### src/hw/rtl/bfga_pkg.sv
// Package of shared types and constants for the best-fit gap allocator.
`timescale 1ns / 1ps
`default_nettype none
package bfga_pkg;

	// Table geometry.
	localparam int TABLE_ENTRIES = 16;
	localparam int IDX_W = $clog2(TABLE_ENTRIES);
	localparam int CNT_W = $clog2(TABLE_ENTRIES + 1);
	localparam int SLOT_W = 4;
	localparam int BLK_W = 64;
	localparam logic [IDX_W-1:0] LAST_IDX = IDX_W'(TABLE_ENTRIES - 1);

	// Register reset value and item command codes.
	localparam logic [BLK_W-1:0] FIRST_USABLE_RESET = 64'd34;
	localparam logic CMD_LOAD = 1'b0;
	localparam logic CMD_REQUEST = 1'b1;

	// Input item fields.
	typedef struct packed {
		logic cmd;
		logic [SLOT_W-1:0] slot;
		logic [BLK_W-1:0] entry_start;
		logic [BLK_W-1:0] entry_blocks;
		logic [BLK_W-1:0] alloc_blocks;
	} in_item_t;

	// Result item fields.
	typedef struct packed {
		logic [BLK_W-1:0] gap_start;
		logic [BLK_W-1:0] gap_blocks;
		logic fits;
	} out_item_t;

	// Commands from the controller to the datapath.
	typedef struct packed {
		logic capture;
		logic rank_step;
		logic build_order;
		logic scan_read;
		logic scan_update;
		logic finish;
	} bfga_cmd_t;

	// Status from the datapath to the controller.
	typedef struct packed {
		logic in_is_request;
		logic rank_last;
		logic scan_last;
		logic out_busy;
	} bfga_status_t;

endpackage
`default_nettype wire

### src/hw/rtl/bfga_ctrl.sv
// Controller state machine that sequences ranking, ordering and gap scanning.
`timescale 1ns / 1ps
`default_nettype none
module bfga_ctrl
	import bfga_pkg::*;
(
	input wire logic clk,
	input wire logic arst_n,
	input wire logic in_valid,
	output logic in_ready,
	input wire bfga_status_t status,
	output bfga_cmd_t cmd
);

	typedef enum logic [5:0] {
		ST_IDLE = 6'b000001,
		ST_RANK = 6'b000010,
		ST_ORDER = 6'b000100,
		ST_READ = 6'b001000,
		ST_UPDATE = 6'b010000,
		ST_DONE = 6'b100000
	} state_t;

	state_t state_q;
	state_t state_d;
	logic accept;

	assign in_ready = (state_q == ST_IDLE);
	assign accept = in_valid && in_ready;

	// Next state and command decode.
	always_comb begin
		state_d = state_q;
		cmd = '0;
		case (state_q)
			ST_IDLE: begin
				cmd.capture = accept;
				if (accept && status.in_is_request) begin
					state_d = ST_RANK;
				end
			end
			ST_RANK: begin
				cmd.rank_step = 1'b1;
				if (status.rank_last) begin
					state_d = ST_ORDER;
				end
			end
			ST_ORDER: begin
				cmd.build_order = 1'b1;
				state_d = ST_READ;
			end
			ST_READ: begin
				cmd.scan_read = 1'b1;
				state_d = ST_UPDATE;
			end
			ST_UPDATE: begin
				cmd.scan_update = 1'b1;
				state_d = status.scan_last ? ST_DONE : ST_READ;
			end
			ST_DONE: begin
				if (!status.out_busy) begin
					cmd.finish = 1'b1;
					state_d = ST_IDLE;
				end
			end
			default: begin
				state_d = ST_IDLE;
			end
		endcase
	end

	// State register.
	always_ff @(posedge clk or negedge arst_n) begin
		if (!arst_n) begin
			state_q <= ST_IDLE;
		end else begin
			state_q <= state_d;
		end
	end

endmodule
`default_nettype wire

### config.mk
export PLATFORM = sky130hd
export DESIGN_NAME = bfga_ctrl
export DESIGN_NICKNAME = d
export VERILOG_FILES = /design/src/hw/rtl/bfga_pkg.sv /design/src/hw/rtl/bfga_ctrl.sv
export SDC_FILE = /design/constraint.sdc
export NUM_CORES = 1
export LEC_CHECK = 0
export BUFFER_PORTS_ARGS = -buffer_cell sky130_fd_sc_hd__buf_2
export CAP_MARGIN = 30
export CELL_PAD_IN_SITES_DETAIL_PLACEMENT = 1
export CELL_PAD_IN_SITES_GLOBAL_PLACEMENT = 2
export CORE_MARGIN = 5
export CORE_UTILIZATION = 28
export DETAILED_ROUTE_END_ITERATION = 8
export GPL_ROUTABILITY_DRIVEN = 0
export PLACE_DENSITY_LB_ADDON = 0.1
export SYNTH_ARGS = -nofsm -noshare
export SYNTH_HDL_FRONTEND = slang
export SYNTH_SLANG_ARGS = --single-unit
### constraint.sdc
create_clock -name clk -period 4 [get_ports clk]
set_input_delay 0.2 -clock clk [delete_from_list [all_inputs] [get_ports clk]]
set_output_delay 0.2 -clock clk [all_outputs]
set_load 0.05 [all_outputs]
==> results.py <==
metrics = {
    "cts": {
        "cts_buffers": 3,
        "cts_setup_buffers": 0,
        "clk_latency_ns": 0.25,
        "htree_levels": 1,
        "cts.sink_count": 6,
        "clk_transition_reported_paths_ns": 0.05,
        "cts_tree": "built",
        "cts_root_buf": "clkbuf_4",
        "clk_path_buf_depth": 2,
    },
    "timing": {
        "layout_min_cycle_time_ns": 2.11,
        "fin_crit_sh_pct": 52.7,
        "worst_pin_slew_ns": 0.349,
        "holdWs_ns": 0.197,
        "skew_ns": 0.00540,
        "hold_viol_final": 0,
        "slew_headroom_pct": 76.7,
        "drv_slew": 0,
        "tns_ns": 0,
        "fmax_ghz": 0.474,
        "finalSetupViolCount": 0,
        "rsz0062_at_grt": "false",
    },
    "cells_and_area": {
        "layout.nets": 62,
        "regMostFlops": "state_q",
        "syn_to_final_growth_pct": 26.0,
        "seqCellArea_um2": 151,
        "diodes": 0,
        "largestRegisters": "state_q (6)",
        "final_cell_area_um2": 485,
        "fillers": 165,
        "drive_above_1_share_pct": 40.7,
        "largest_register_ffs": 6,
        "multi_input_area_um2": 214,
        "final_util_pct": 37.3,
    },
    "synth": {
        "yosys_warnings": 0,
        "ys_ff_latch": 6,
        "syn_inst": 39,
        "avgSynthCellArea_um2": 9.88,
        "ys_types": 25,
        "syn_nets": 46,
        "synth_seq_area_share_pct": 39.3,
        "synth_area_um2": 385,
    },
    "power_and_ir_drop": {
        "power.leakage_nw": 0.228,
        "vdd_ir_drop_max_mv": 0.113,
        "total_power_w": 0.000179,
        "combPwrFrac_pct": 25.2,
        "switching_power_w": 0.0000599,
        "power_density_nw_per_um2": 368,
        "p_clk_share_pct": 33.9,
        "sequentialPowerShare_pct": 40.9,
        "switching_share_pct": 33.5,
        "p_int_w": 0.000119,
    },
    "placement": {
        "place_hpwl_um": 765,
        "dpl_cell_area_um2": 449,
        "portBuffers": 13,
    },
    "worst_setup_path": {
        "cp.buffers_inverters": 1,
        "r2r_setup_slack_ns": 2.50,
        "critPathMaxStageDelay_ns": 0.58,
        "required_ns": 3.80,
        "cpMaxStageDelayCell": "or4_4",
        "r2r_end": "state_q[2]",
        "crit_fanout": 10,
        "r2r_cells": 3,
        "critPathCaptureType": "output port",
        "criticalPathCategory": "flop to output port",
        "crit_family": "simple AND/OR/NAND/NOR gates",
        "crit_chain": "or4_4, nor3b_2, and2_1, buf_2",
        "r2r-start": "state_q[4]",
        "crit_path_start_kind": "flop",
        "critPathArrivalTime_ns": 1.91,
    },
    "global_routing": {
        "gr-total-overflow": 0,
        "grt_start_max_net_pins": 11,
        "grt_pass1_wl_mm": 1.64,
        "track_usage_pct": 10.9,
        "grt_pass1_vias": 367,
        "antenna_found_initial": 0,
    },
    "die": {
        "ios": 14,
        "initial_core_util_pct": 29.6,
        "fp-row-count": 13,
        "die_area_um2": 2220,
        "dieWidth_um": 47.1,
        "chipHeight_um": 47.1,
        "coreArea_um2": 1300,
    },
    "worst_hold_path": {
        "timing.hold.worst.class": "input port to flop",
        "min_to": "state_q[2]",
        "hold_path_depth": 2,
        "hold_start": "status[2]",
    },
    "route": {
        "wirelength_mm": 1.01,
        "routedWlPerCell_um": 14.7,
        "drc": 0,
        "viasPerCell": 5.28,
        "ant_nets": 0,
        "via_count": 364,
        "dr.pass1.iters": 2,
        "initialDrtViolationCount": 1,
    },
    "run": {
        "drv_cap": 0,
    },
    "status": {
        "status": "completed",
    },
}
==> per-layer routing <==
layer,wire [µm],GRT usage (%)
met4,12,6.63
met1,437,12.8
met3,69,3.83
met5,0,0
met2,491,16.8
==> stage by stage <==
step	std cells	setup slack [ns]
after global placement	64	2.20
after global routing	69	1.81
after floorplan	39	1.23
final	69	1.89
after CTS	69	1.88
after detailed placement	64	2.14
==> repair_timing <==
item / 4_1_cts / 5_1_grt
hold buffers: 1 / 0
hold endpoints to repair: 6 / 0
endpoints found under the setup margin: 0 / 0
resized for setup: 0 / 0
==> cell usage after synthesis <==
| library cell | number | area (µm²) |
|---|---|---|
| buf_6 | 1 | 11.3 |
| dfrtp_1 | 5 | 125 |
| and2_1 | 2 | 12.5 |
| nor4b_2 | 1 | 15.0 |
| or3b_2 | 1 | 8.76 |
| a21oi_1 | 1 | 5.00 |
| nor4bb_1 | 1 | 10.0 |
| o211ai_1 | 1 | 7.51 |
| buf_2 | 1 | 5.00 |
| mux2i_1 | 1 | 10.0 |
| clkbuf_1 | 1 | 3.75 |
| nor2_1 | 4 | 15.0 |
| and3_1 | 1 | 6.26 |
| nor3_1 | 4 | 20.0 |
| dfstp_2 | 1 | 26.3 |
| nand4b_1 | 1 | 8.76 |
| or4_4 | 1 | 11.3 |
| xor2_1 | 1 | 8.76 |
| or3_1 | 1 | 6.26 |
| nor3b_2 | 2 | 25.0 |
| nand4_1 | 2 | 12.5 |
| nor4b_1 | 2 | 17.5 |
| nand3_1 | 1 | 5.00 |
| nand2_1 | 1 | 3.75 |
| o21ai_0 | 1 | 5.00 |
==> kinds of logic after synthesis <==
group | count (synthesis) | share of synthesized area [%]
buffers and inverters | 3 | 5.19
and+or+nand+nor | 25 | 46.1
xor gates and xnor gates | 1 | 2.27
DFF | 6 | 39.3
AOI/OAI and AO/OA | 3 | 4.54
muxes | 1 | 2.60
==> power groups by stage <==
stage	sequential (W)	clock, W	combinational (W)
6_report	0.0000732	0.0000605	0.0000451
5_1_grt	0.0000743	0.0000681	0.0000484
3_5_place_dp	0.0000742	0	0.0000451
4_1_cts	0.0000733	0.0000631	0.0000459
3_3_place_gp	0.0000736	0	0.0000434
2_1_floorplan	0.0000689	0	0.0000368
==> worst max-delay path by stage <==
stage / from / end / slack (ns) / cells past startpoint
after floorplan: state_q[1] / cmd[3] / 1.23 / 3
after global placement: state_q[4] / cmd[5] / 2.20 / 4
after detailed placement: state_q[4] / cmd[5] / 2.14 / 4
after CTS: state_q[4] / cmd[5] / 1.88 / 4
after global routing: state_q[4] / cmd[5] / 1.81 / 4
final: state_q[4] / cmd[5] / 1.89 / 4
==> placed cells by master, fill, tap and decap left out <==
master / netlist / final
mux2i_1: 1 / 1
or3b_2: 1 / 1
a21oi_1: 1 / 1
and2_1: 2 / 2
nor4bb_1: 1 / 1
nor3_1: 4 / 4
buf_2: 1 / 13
dfstp_2: 1 / 1
clkbuf_4: 0 / 3
nor4b_1: 2 / 2
xor2_1: 1 / 1
clkbuf_1: 1 / 1
and3_1: 1 / 1
nor2_1: 4 / 4
nand3_1: 1 / 1
or4_4: 1 / 1
or3_1: 1 / 1
nor3b_2: 2 / 2
dlygate4sd3_1: 0 / 1
o21ai_0: 1 / 1
nand4_1: 2 / 2
nor4b_2: 1 / 1
nand2_1: 1 / 1
dfrtp_1: 5 / 5
o211ai_1: 1 / 1
nand4b_1: 1 / 1
==> final cells by class <==
class | instances | share of cell area (%)
multi-input cells | 30 | 44.1
flip-flops and latches | 6 | 31.2
repair buffers | 14 | 15.5
clock buffers | 4 | 5.41
well taps | 15 | 3.87
(Power assumes the default switching activity.)
